**src/hw/rtl/smpq_pkg.sv**
```systemverilog
// Package: shared constants, codes and control structs for the sorted min priority queue.
`default_nettype none
package smpq_pkg;

   localparam int DEPTH   = 64;
   localparam int ADDR_W  = (DEPTH > 1) ? $clog2(DEPTH) : 1;
   localparam int CNT_W   = $clog2(DEPTH + 1);
   localparam int KEY_W   = 32;
   localparam int LIMIT_W = 7;
   localparam int ENTRY_W = 7;
   localparam int LIMIT_RESET = (64 > DEPTH) ? DEPTH : 64;

   localparam logic OP_INSERT = 1'b0;
   localparam logic OP_REMOVE = 1'b1;

   typedef enum logic [1:0] {
      ST_DONE  = 2'd0,
      ST_FULL  = 2'd1,
      ST_EMPTY = 2'd2
   } status_type;

   typedef struct packed {
      logic load;
      logic decide;
      logic ins_empty;
      logic ins_first;
      logic shift;
      logic place;
      logic pop;
      logic read_head;
      logic emit;
   } dp_cmd_type;

   typedef struct packed {
      logic is_insert;
      logic full;
      logic count_zero;
      logic greater;
      logic pos_one;
      logic out_free;
   } dp_stat_type;

   // circular slot address: base plus offset, wrapped at DEPTH
   function automatic logic [ADDR_W-1:0] wrap_add(input logic [ADDR_W-1:0] base,
                                                  input logic [CNT_W-1:0] offs);
      logic [CNT_W:0] sum;
      sum = (CNT_W+1)'(base) + (CNT_W+1)'(offs);
      if (sum >= (CNT_W+1)'(DEPTH)) begin
         sum = sum - (CNT_W+1)'(DEPTH);
      end
      return ADDR_W'(sum);
   endfunction

endpackage
`default_nettype wire

```
**src/hw/rtl/smpq_if.sv**
```systemverilog
// Interfaces: request, response and control register channels of the priority queue.
`default_nettype none
interface smpq_req_if;
   logic               valid;
   logic               ready;
   logic               op;
   logic signed [31:0] value;
   modport source (output valid, op, value, input ready);
   modport sink   (input valid, op, value, output ready);
endinterface

interface smpq_rsp_if;
   logic               valid;
   logic               ready;
   logic [1:0]         status;
   logic signed [31:0] head_value;
   logic               head_valid;
   logic [6:0]         entry_count;
   logic               is_full;
   logic               is_empty;
   modport source (output valid, status, head_value, head_valid, entry_count, is_full,
                   is_empty, input ready);
   modport sink   (input valid, status, head_value, head_valid, entry_count, is_full,
                   is_empty, output ready);
endinterface

interface smpq_csr_if;
   logic       valid;
   logic       ready;
   logic [6:0] data;
   modport source (output valid, data, input ready);
   modport sink   (input valid, data, output ready);
endinterface
`default_nettype wire

```
**src/hw/rtl/smpq_ram.sv**
```systemverilog
// Generic simple dual-port RAM with registered read.
`default_nettype none
module smpq_ram #(
   parameter int WIDTH = 32,
   parameter int DEPTH = 64
) (
   input  wire logic                                   clock,
   input  wire logic                                   wr_en,
   input  wire logic [((DEPTH > 1) ? $clog2(DEPTH) : 1)-1:0] wr_addr,
   input  wire logic [WIDTH-1:0]                       wr_data,
   input  wire logic                                   rd_en,
   input  wire logic [((DEPTH > 1) ? $clog2(DEPTH) : 1)-1:0] rd_addr,
   output      logic [WIDTH-1:0]                       rd_data
);
   logic [WIDTH-1:0] mem_ff [DEPTH];
   logic [WIDTH-1:0] rd_data_ff;

   always_ff @(posedge clock) begin
      if (wr_en) begin
         mem_ff[wr_addr] <= wr_data;
      end
      if (rd_en) begin
         rd_data_ff <= mem_ff[rd_addr];
      end
   end

   assign rd_data = rd_data_ff;
endmodule
`default_nettype wire

```
**src/hw/rtl/smpq_ctrl.sv**
```systemverilog
// Controller: sequences accept, insert walk, remove and head readback.
`default_nettype none
module smpq_ctrl (
   input  wire logic                 clock,
   input  wire logic                 reset,
   input  wire logic                 req_valid,
   output      logic                 req_ready,
   input  wire smpq_pkg::dp_stat_type stat,
   output      smpq_pkg::dp_cmd_type  cmd
);
   import smpq_pkg::*;

   typedef enum logic [5:0] {
      S_IDLE   = 6'b000001,
      S_DECIDE = 6'b000010,
      S_CMP    = 6'b000100,
      S_PLACE  = 6'b001000,
      S_READH  = 6'b010000,
      S_HEADW  = 6'b100000
   } state_type;

   state_type state_ff, state_in;

   always_comb begin
      state_in = state_ff;
      cmd      = '0;
      unique case (state_ff)
         S_IDLE: begin
            if (req_valid) begin
               cmd.load = 1'b1;
               state_in = S_DECIDE;
            end
         end
         S_DECIDE: begin
            cmd.decide = 1'b1;
            state_in   = S_READH;
            if (stat.is_insert) begin
               if (!stat.full) begin
                  if (stat.count_zero) begin
                     cmd.ins_empty = 1'b1;
                  end else begin
                     cmd.ins_first = 1'b1;
                     state_in      = S_CMP;
                  end
               end
            end else if (!stat.count_zero) begin
               cmd.pop = 1'b1;
            end
         end
         S_CMP: begin
            if (stat.greater) begin
               cmd.shift = 1'b1;
               if (stat.pos_one) begin
                  state_in = S_PLACE;
               end
            end else begin
               cmd.place = 1'b1;
               state_in  = S_READH;
            end
         end
         S_PLACE: begin
            cmd.place = 1'b1;
            state_in  = S_READH;
         end
         S_READH: begin
            cmd.read_head = 1'b1;
            state_in      = S_HEADW;
         end
         S_HEADW: begin
            if (stat.out_free) begin
               cmd.emit = 1'b1;
               state_in = S_IDLE;
            end
         end
         default: state_in = S_IDLE;
      endcase
   end

   assign req_ready = (state_ff == S_IDLE);

   always_ff @(posedge clock) begin
      if (reset) begin
         state_ff <= S_IDLE;
      end else begin
         state_ff <= state_in;
      end
   end
endmodule
`default_nettype wire

```
**src/hw/rtl/smpq_dp.sv**
```systemverilog
// Datapath: count, head pointer, insert walk position, limit and result register.
`default_nettype none
module smpq_dp (
   input  wire logic                  clock,
   input  wire logic                  reset,
   input  wire smpq_pkg::dp_cmd_type   cmd,
   output      smpq_pkg::dp_stat_type  stat,
   input  wire logic                  req_op,
   input  wire logic signed [31:0]    req_value,
   input  wire logic                  csr_we,
   input  wire logic [6:0]            csr_data,
   input  wire logic                  rsp_ready,
   output      logic                  rsp_valid,
   output      logic [1:0]            rsp_status,
   output      logic signed [31:0]    rsp_head_value,
   output      logic                  rsp_head_valid,
   output      logic [6:0]            rsp_entry_count,
   output      logic                  rsp_is_full,
   output      logic                  rsp_is_empty
);
   import smpq_pkg::*;

   logic [CNT_W-1:0]        count_ff, count_in;
   logic [ADDR_W-1:0]       head_ff, head_in;
   logic [CNT_W-1:0]        pos_ff, pos_in;
   logic [CNT_W-1:0]        lim_ff, lim_in;
   logic signed [KEY_W-1:0] key_ff;
   logic                    op_ff;
   status_type              status_ff, status_in;
   logic                    rsp_valid_ff;
   logic [1:0]              o_status_ff;
   logic signed [KEY_W-1:0] o_head_ff;
   logic                    o_hvalid_ff;
   logic [ENTRY_W-1:0]      o_count_ff;
   logic                    o_full_ff;
   logic                    o_empty_ff;

   logic                    wr_en, rd_en;
   logic [ADDR_W-1:0]       wr_addr, rd_addr;
   logic [KEY_W-1:0]        wr_data, rd_data;
   logic signed [KEY_W-1:0] rd_key;
   logic                    full;
   logic                    out_free;

   smpq_ram #(.WIDTH(KEY_W), .DEPTH(DEPTH)) u_store (
      .clock   (clock),
      .wr_en   (wr_en),
      .wr_addr (wr_addr),
      .wr_data (wr_data),
      .rd_en   (rd_en),
      .rd_addr (rd_addr),
      .rd_data (rd_data)
   );

   assign rd_key   = rd_data;
   assign full     = (count_ff >= lim_ff);
   assign out_free = !rsp_valid_ff || rsp_ready;

   assign stat.is_insert  = (op_ff == OP_INSERT);
   assign stat.full       = full;
   assign stat.count_zero = (count_ff == '0);
   assign stat.greater    = (rd_key > key_ff);
   assign stat.pos_one    = (pos_ff == CNT_W'(1));
   assign stat.out_free   = out_free;

   // store access
   always_comb begin
      wr_en   = 1'b0;
      wr_addr = head_ff;
      wr_data = key_ff;
      rd_en   = 1'b0;
      rd_addr = head_ff;
      if (cmd.ins_empty) begin
         wr_en = 1'b1;
      end
      if (cmd.ins_first) begin
         rd_en   = 1'b1;
         rd_addr = wrap_add(head_ff, count_ff - CNT_W'(1));
      end
      if (cmd.shift) begin
         wr_en   = 1'b1;
         wr_addr = wrap_add(head_ff, pos_ff);
         wr_data = rd_data;
         rd_en   = 1'b1;
         rd_addr = wrap_add(head_ff, (pos_ff >= CNT_W'(2)) ? pos_ff - CNT_W'(2) : '0);
      end
      if (cmd.place) begin
         wr_en   = 1'b1;
         wr_addr = wrap_add(head_ff, pos_ff);
      end
      if (cmd.read_head) begin
         rd_en = 1'b1;
      end
   end

   // control state
   always_comb begin
      count_in  = count_ff;
      head_in   = head_ff;
      pos_in    = pos_ff;
      lim_in    = lim_ff;
      status_in = status_ff;
      if (csr_we) begin
         if (csr_data == '0) begin
            lim_in = CNT_W'(1);
         end else if (32'(csr_data) > DEPTH) begin
            lim_in = CNT_W'(DEPTH);
         end else begin
            lim_in = CNT_W'(csr_data);
         end
      end
      if (cmd.decide) begin
         if (op_ff == OP_INSERT) begin
            status_in = full ? ST_FULL : ST_DONE;
         end else begin
            status_in = (count_ff == '0) ? ST_EMPTY : ST_DONE;
         end
      end
      if (cmd.ins_empty || cmd.place) begin
         count_in = count_ff + CNT_W'(1);
      end
      if (cmd.ins_first) begin
         pos_in = count_ff;
      end
      if (cmd.shift) begin
         pos_in = pos_ff - CNT_W'(1);
      end
      if (cmd.pop) begin
         count_in = count_ff - CNT_W'(1);
         head_in  = wrap_add(head_ff, CNT_W'(1));
      end
   end

   always_ff @(posedge clock) begin
      if (reset) begin
         count_ff     <= '0;
         head_ff      <= '0;
         pos_ff       <= '0;
         lim_ff       <= CNT_W'(LIMIT_RESET);
         status_ff    <= ST_DONE;
         rsp_valid_ff <= 1'b0;
      end else begin
         count_ff  <= count_in;
         head_ff   <= head_in;
         pos_ff    <= pos_in;
         lim_ff    <= lim_in;
         status_ff <= status_in;
         if (cmd.emit) begin
            rsp_valid_ff <= 1'b1;
         end else if (rsp_ready) begin
            rsp_valid_ff <= 1'b0;
         end
      end
   end

   always_ff @(posedge clock) begin
      if (cmd.load) begin
         op_ff  <= req_op;
         key_ff <= req_value;
      end
      if (cmd.emit) begin
         o_status_ff <= status_ff;
         o_head_ff   <= (count_ff == '0) ? '0 : rd_key;
         o_hvalid_ff <= (count_ff != '0);
         o_count_ff  <= ENTRY_W'(count_ff);
         o_full_ff   <= full;
         o_empty_ff  <= (count_ff == '0);
      end
   end

   assign rsp_valid       = rsp_valid_ff;
   assign rsp_status      = o_status_ff;
   assign rsp_head_value  = o_head_ff;
   assign rsp_head_valid  = o_hvalid_ff;
   assign rsp_entry_count = o_count_ff;
   assign rsp_is_full     = o_full_ff;
   assign rsp_is_empty    = o_empty_ff;
endmodule
`default_nettype wire

```
**src/hw/rtl/sorted_min_priority_queue.sv**
```systemverilog
// Top level: sorted-array min priority queue held as a circular buffer in one RAM.
// Remove, refused item or insert into an empty queue: decide, head read, then the response
// waits for a free output register. Insert into a non-empty queue first walks the stored
// keys greater than the new key; the walk moves one entry per cycle through the
// RAM's single write port. One item in flight; a new item is taken while the previous
// response waits, and a held response stalls the next one. Reset: empty queue, limit 64.
`default_nettype none
module sorted_min_priority_queue (
   input wire logic clock,
   input wire logic reset,
   smpq_req_if.sink   req_ch,
   smpq_rsp_if.source rsp_ch,
   smpq_csr_if.sink   csr_ch
);
   import smpq_pkg::*;

   dp_cmd_type  cmd;
   dp_stat_type stat;

   assign csr_ch.ready = 1'b1;

   smpq_ctrl u_ctrl (
      .clock     (clock),
      .reset     (reset),
      .req_valid (req_ch.valid),
      .req_ready (req_ch.ready),
      .stat      (stat),
      .cmd       (cmd)
   );

   smpq_dp u_dp (
      .clock           (clock),
      .reset           (reset),
      .cmd             (cmd),
      .stat            (stat),
      .req_op          (req_ch.op),
      .req_value       (req_ch.value),
      .csr_we          (csr_ch.valid),
      .csr_data        (csr_ch.data),
      .rsp_ready       (rsp_ch.ready),
      .rsp_valid       (rsp_ch.valid),
      .rsp_status      (rsp_ch.status),
      .rsp_head_value  (rsp_ch.head_value),
      .rsp_head_valid  (rsp_ch.head_valid),
      .rsp_entry_count (rsp_ch.entry_count),
      .rsp_is_full     (rsp_ch.is_full),
      .rsp_is_empty    (rsp_ch.is_empty)
   );
endmodule
`default_nettype wire

```
**src/flat_wrapper.sv**
```systemverilog
// flat-port wrapper written by rule: the top's interface ports become plain ports
module sorted_min_priority_queue_flat import smpq_pkg::*;
  (clock, reset, req_ch_valid, req_ch_op, req_ch_value, req_ch_ready, rsp_ch_valid, rsp_ch_status, rsp_ch_head_value, rsp_ch_head_valid, rsp_ch_entry_count, rsp_ch_is_full, rsp_ch_is_empty, rsp_ch_ready, csr_ch_valid, csr_ch_data, csr_ch_ready);
  smpq_req_if req_ch_i ();
  smpq_rsp_if rsp_ch_i ();
  smpq_csr_if csr_ch_i ();
  input wire logic clock;
  input wire logic reset;
  input wire logic [$bits(req_ch_i.valid)-1:0] req_ch_valid;
  input wire logic [$bits(req_ch_i.op)-1:0] req_ch_op;
  input wire logic [$bits(req_ch_i.value)-1:0] req_ch_value;
  output wire logic [$bits(req_ch_i.ready)-1:0] req_ch_ready;
  output wire logic [$bits(rsp_ch_i.valid)-1:0] rsp_ch_valid;
  output wire logic [$bits(rsp_ch_i.status)-1:0] rsp_ch_status;
  output wire logic [$bits(rsp_ch_i.head_value)-1:0] rsp_ch_head_value;
  output wire logic [$bits(rsp_ch_i.head_valid)-1:0] rsp_ch_head_valid;
  output wire logic [$bits(rsp_ch_i.entry_count)-1:0] rsp_ch_entry_count;
  output wire logic [$bits(rsp_ch_i.is_full)-1:0] rsp_ch_is_full;
  output wire logic [$bits(rsp_ch_i.is_empty)-1:0] rsp_ch_is_empty;
  input wire logic [$bits(rsp_ch_i.ready)-1:0] rsp_ch_ready;
  input wire logic [$bits(csr_ch_i.valid)-1:0] csr_ch_valid;
  input wire logic [$bits(csr_ch_i.data)-1:0] csr_ch_data;
  output wire logic [$bits(csr_ch_i.ready)-1:0] csr_ch_ready;
  assign req_ch_i.valid = req_ch_valid;
  assign req_ch_i.op = req_ch_op;
  assign req_ch_i.value = req_ch_value;
  assign req_ch_ready = req_ch_i.ready;
  assign rsp_ch_valid = rsp_ch_i.valid;
  assign rsp_ch_status = rsp_ch_i.status;
  assign rsp_ch_head_value = rsp_ch_i.head_value;
  assign rsp_ch_head_valid = rsp_ch_i.head_valid;
  assign rsp_ch_entry_count = rsp_ch_i.entry_count;
  assign rsp_ch_is_full = rsp_ch_i.is_full;
  assign rsp_ch_is_empty = rsp_ch_i.is_empty;
  assign rsp_ch_i.ready = rsp_ch_ready;
  assign csr_ch_i.valid = csr_ch_valid;
  assign csr_ch_i.data = csr_ch_data;
  assign csr_ch_ready = csr_ch_i.ready;
  sorted_min_priority_queue u_core (.clock(clock), .reset(reset), .req_ch(req_ch_i), .rsp_ch(rsp_ch_i), .csr_ch(csr_ch_i));
endmodule
```
**config.mk**
```make
export PLATFORM = sky130hd
export DESIGN_NAME = sorted_min_priority_queue_flat
export DESIGN_NICKNAME = d
export VERILOG_FILES = /design/src/hw/rtl/smpq_pkg.sv /design/src/hw/rtl/smpq_if.sv /design/src/hw/rtl/smpq_ram.sv /design/src/hw/rtl/smpq_ctrl.sv /design/src/hw/rtl/smpq_dp.sv /design/src/hw/rtl/sorted_min_priority_queue.sv /design/src/flat_wrapper.sv
export SDC_FILE = /design/constraint.sdc
export NUM_CORES = 2
export LEC_CHECK = 0
export BUFFER_PORTS_ARGS = -buffer_cell sky130_fd_sc_hd__buf_2
export CAP_MARGIN = 25
export CORE_AREA = 4 4 630 569
export DETAILED_ROUTE_END_ITERATION = 8
export DIE_AREA = 0 0 634 573
export SYNTH_ARGS = -nofsm -noshare
export SYNTH_HDL_FRONTEND = slang
export SYNTH_SLANG_ARGS = --single-unit
```
**constraint.sdc**
```tcl
create_clock -name clock -period 8.5 [get_ports clock]
set_clock_uncertainty 0.1 [all_clocks]
set_input_delay 0.85 -clock clock [delete_from_list [all_inputs] [get_ports clock]]
set_output_delay 0.85 -clock clock [all_outputs]
set_load 0.005 [all_outputs]
```
==> flow_metrics.py <==
metrics = {
    "final_layout": {
        "stdcell_count": 11062,
        "utilization_pct": 29.2,
        "final_cell_mix": "edfxtp_1, nand2_1, mux2i_1, nand3_1, buf_4",
        "layout_commonest_cell": "edfxtp_1",
        "area_growth_pct": 17.5,
        "layout.nets": 6283,
        "fin_area_um2": 103000,
        "final_layout_size_suffix_gt1_share_pct": 13.2,
    },
    "sta": {
        "setup_tns_ns": 0,
        "rsz0062_at_grt": "false",
        "hold_slack_ns": 0.0875,
        "setup_viol": 0,
        "hold_viol": 0,
        "slew_headroom_pct": 22.7,
        "tightest_slew_ns": 1.15,
        "clock.fmax_mhz": 144,
        "slew_violations": 0,
        "finalCriticalPeriod_ns": 6.94,
        "fin_crit_sh_pct": 81.7,
        "layout_setup_ws_ns": 1.56,
    },
    "synth": {
        "synth.distinct_cells": 72,
        "synth-async-reset-ratio_pct": 0,
        "syn_avg_cell_area_um2": 14.7,
        "synth_compound_area_share_pct": 5.56,
        "synth_edf_count": 2157,
        "syn-num-nets": 6057,
        "synth_top_family_by_area": "simple AND/OR/NAND/NOR gates",
        "synth-seq-cells": 2193,
        "yosysWarnings": 0,
        "synthAdderAreaFrac_pct": 0.954,
        "synthMuxAreaShare_pct": 6.42,
        "ys_seq_area_share_pct": 74.7,
        "netlist_area_um2": 87600,
        "synth_cells": 5947,
        "ys.flop_type": "edfxtp_1",
        "yosys.area_share.simple_pct": 9.95,
        "synth_xor_area_share_pct": 0.300,
    },
    "floorplan": {
        "ioPinCount": 92,
        "initial_core_util_pct": 24.9,
        "fp.dieH_um": 573,
        "num_rows": 207,
        "core_area_um2": 352000,
        "die_w_um": 634,
        "die_area_um2": 363000,
    },
    "min_path": {
        "hold_class": "input port to flip-flop",
        "min_from": "req_ch_value[2]",
    },
    "power_and_ir_drop": {
        "pwr-share-seq_pct": 55.6,
        "combPwrFrac_pct": 2.3,
        "p_clk_share_pct": 42.1,
        "peakVddDrop_v": 0.000161,
        "swShare_pct": 20.5,
        "p_int_mw": 17.1,
        "switching_power_mw": 4.43,
        "power.total_mw": 21.6,
        "p_per_area_nw_per_um2": 209,
        "p_leak_nw": 36.3,
    },
    "worst_setup_path": {
        "worstPathMaxFanout": 27,
        "setup.worst_path.start": "u_core.u_dp.u_store.rd_data[15]$_DFFE_PP_",
        "slowest_stage": "a211oi_1",
        "crit_path_start_kind": "flip-flop",
        "critPathKind": "flip-flop to flip-flop",
        "endpoint_kind": "flip-flop",
        "path_cells": "ha_1 > nand4_1 > nor4_1 > a21boi_1 > o41ai_2 > nand3_1 > and2_2 > mux2i_4 > buf_12 > buf_12 > buf_4 > mux2_2 > a221oi_1 > a2bb2oi_1 > a211oi_1 > nor4_1",
        "r2r-start": "u_core.u_dp.u_store.rd_data[15]$_DFFE_PP_",
        "cp_slowest_stage_delay_ns": 0.93,
        "required_ns": 8.95,
        "crit_arrival_ns": 7.40,
    },
    "placement": {
        "dpl.cell_count": 10656,
        "io_buffers": 90,
        "place_area_um2": 96200,
        "place.detailed.hpwl_um": 149000,
        "gp_congestion": 0.884,
        "preCtsSetupSlack_ns": 1.83,
    },
    "grt": {
        "grt_pass1_wl_um": 379000,
        "track_usage_pct": 14.2,
        "grt_antenna_before_repair": 31,
        "grt_pass1_vias": 51708,
        "grt_overflow": 0,
        "grt_max_degree": 118,
    },
    "clock_tree": {
        "cts-root-buf": "clkbuf_16",
        "cts_buffers": 211,
        "cts_hold_buf": 0,
        "tritoncts": "done",
        "cts_resized": 0,
        "cts.clk_slew.worst_paths_ns": 0.07,
        "worstSkewPairLatency_ns": 0.85,
        "clockBufferDepth": 3,
        "htree_levels": 4,
        "clock_sinks": 2193,
        "cts_setup_buffers": 0,
    },
    "detailed_routing": {
        "antenna_left": 0,
        "postRouteWirelength_um": 270000,
        "vias_per_cell": 4.94,
        "route.detailed.drc": 0,
        "wl_per_cell_um": 24.4,
        "vias": 54698,
        "drt_iter0_drc": 7272,
        "dr.pass1.iters": 6,
    },
    "run_status": {
        "status": "complete, no violations",
    },
    "flow_run": {
        "drv_cap": 0,
    },
}
-- layout make-up --
cell class                      instances  area (µm²)
Tap cell                             4702        5880
Sequential cell                      2193       65500
Antenna cell                           16        40.0
Clock buffer                          279        5660
Fill cell                           34925      249000
Inverter                               53         201
Multi-Input combinational cell       3327       21400
Timing Repair Buffer                  387        3340
Clock inverter                        105         912
-- power groups by stage --
stage          Combinational [mW]  Clock (mW)  Sequential (mW)
2_1_floorplan               0.202           0             12.2
3_3_place_gp                0.456           0             12.2
3_5_place_dp                0.480           0             12.2
4_1_cts                     0.482        9.19             12.0
5_1_grt                     0.524        9.66             12.0
6_report                    0.501        9.07             12.0
-- layer usage --
metal	global-route usage, %	vias up	part of all wire [%]
met5	0	-	0.011
met4	4.64	6	3.2
met3	3.29	517	11
met2	21.7	3134	44
met1	19.9	27785	41
li1	-	23256	-
-- path summary, 6_finish.rpt --
kind / to / slack, ns / cells after the start
setup reg to reg: u_core.u_dp.u_store.rd_data[0]$_DFFE_PP_ / 1.56 / 16
hold / removal: u_core.u_dp.key_ff[2]$_DFFE_PP_ / 0.09 / 1
setup / recovery: u_core.u_dp.u_store.rd_data[0]$_DFFE_PP_ / 1.56 / 16
hold reg to reg: u_core.u_dp.rsp_status[0]$_DFFE_PP_ / 0.34 / 0
-- state kept, by name (all words and copies together) (netlist names), 2 cells and up --
name	count
u_core.u_ctrl.state_ff	6
u_core.u_dp.count_ff	7
u_core.u_dp.head_ff	6
u_core.u_dp.key_ff	32
u_core.u_dp.lim_ff	7
u_core.u_dp.pos_ff	7
u_core.u_dp.rsp_entry_count	7
u_core.u_dp.rsp_head_value	32
u_core.u_dp.rsp_status	2
u_core.u_dp.status_ff	2
u_core.u_dp.u_store.mem_ff	2048
u_core.u_dp.u_store.rd_data	32
-- critical path, delay by kind of cell, from the launching register on --
family / cells / cell delay (ns)
compound gates: 5 / 1.96
simple gates: 5 / 1.67
mux: 2 / 1.01
buf+inv: 3 / 0.75
flops: 1 / 0.66
fa+ha+maj: 1 / 0.44
-- cell usage after synthesis (12+ instances only) --
library cell | n | area (µm²)
a211oi_1 | 15 | 113
a21o_1 | 14 | 105
a21oi_1 | 68 | 340
a31oi_1 | 236 | 1480
and3_1 | 13 | 81.3
buf_1 | 18 | 67.6
buf_2 | 118 | 591
buf_4 | 14 | 105
clkbuf_1 | 221 | 830
dfxtp_1 | 36 | 721
edfxtp_1 | 2157 | 64800
ha_1 | 62 | 776
inv_1 | 53 | 199
mux2_2 | 19 | 214
mux2i_1 | 534 | 5350
nand2_1 | 1090 | 4090
nand2b_1 | 21 | 131
nand3_1 | 484 | 2420
nand4_1 | 13 | 81.3
nor2_1 | 125 | 469
nor2b_1 | 42 | 263
nor3_1 | 129 | 646
o21ai_0 | 57 | 285
o221ai_1 | 228 | 2000
o22ai_1 | 12 | 75.1
or4_1 | 32 | 240
xnor2_1 | 18 | 158
xor2_1 | 12 | 105
-- kinds of logic (layout without fill, tap and decap cells) --
logic type,count (synthesis),after routing
flip-flops,2193,2193
AND/OR/NAND/NOR,1987,1987
AO/OA/AOI/OAI,687,687
multiplexers,557,557
buffers and inverters,427,824
adder cells (fa/ha/maj),65,65
XOR/XNOR,30,30
other,1,17
(Power assumes the default switching activity.)
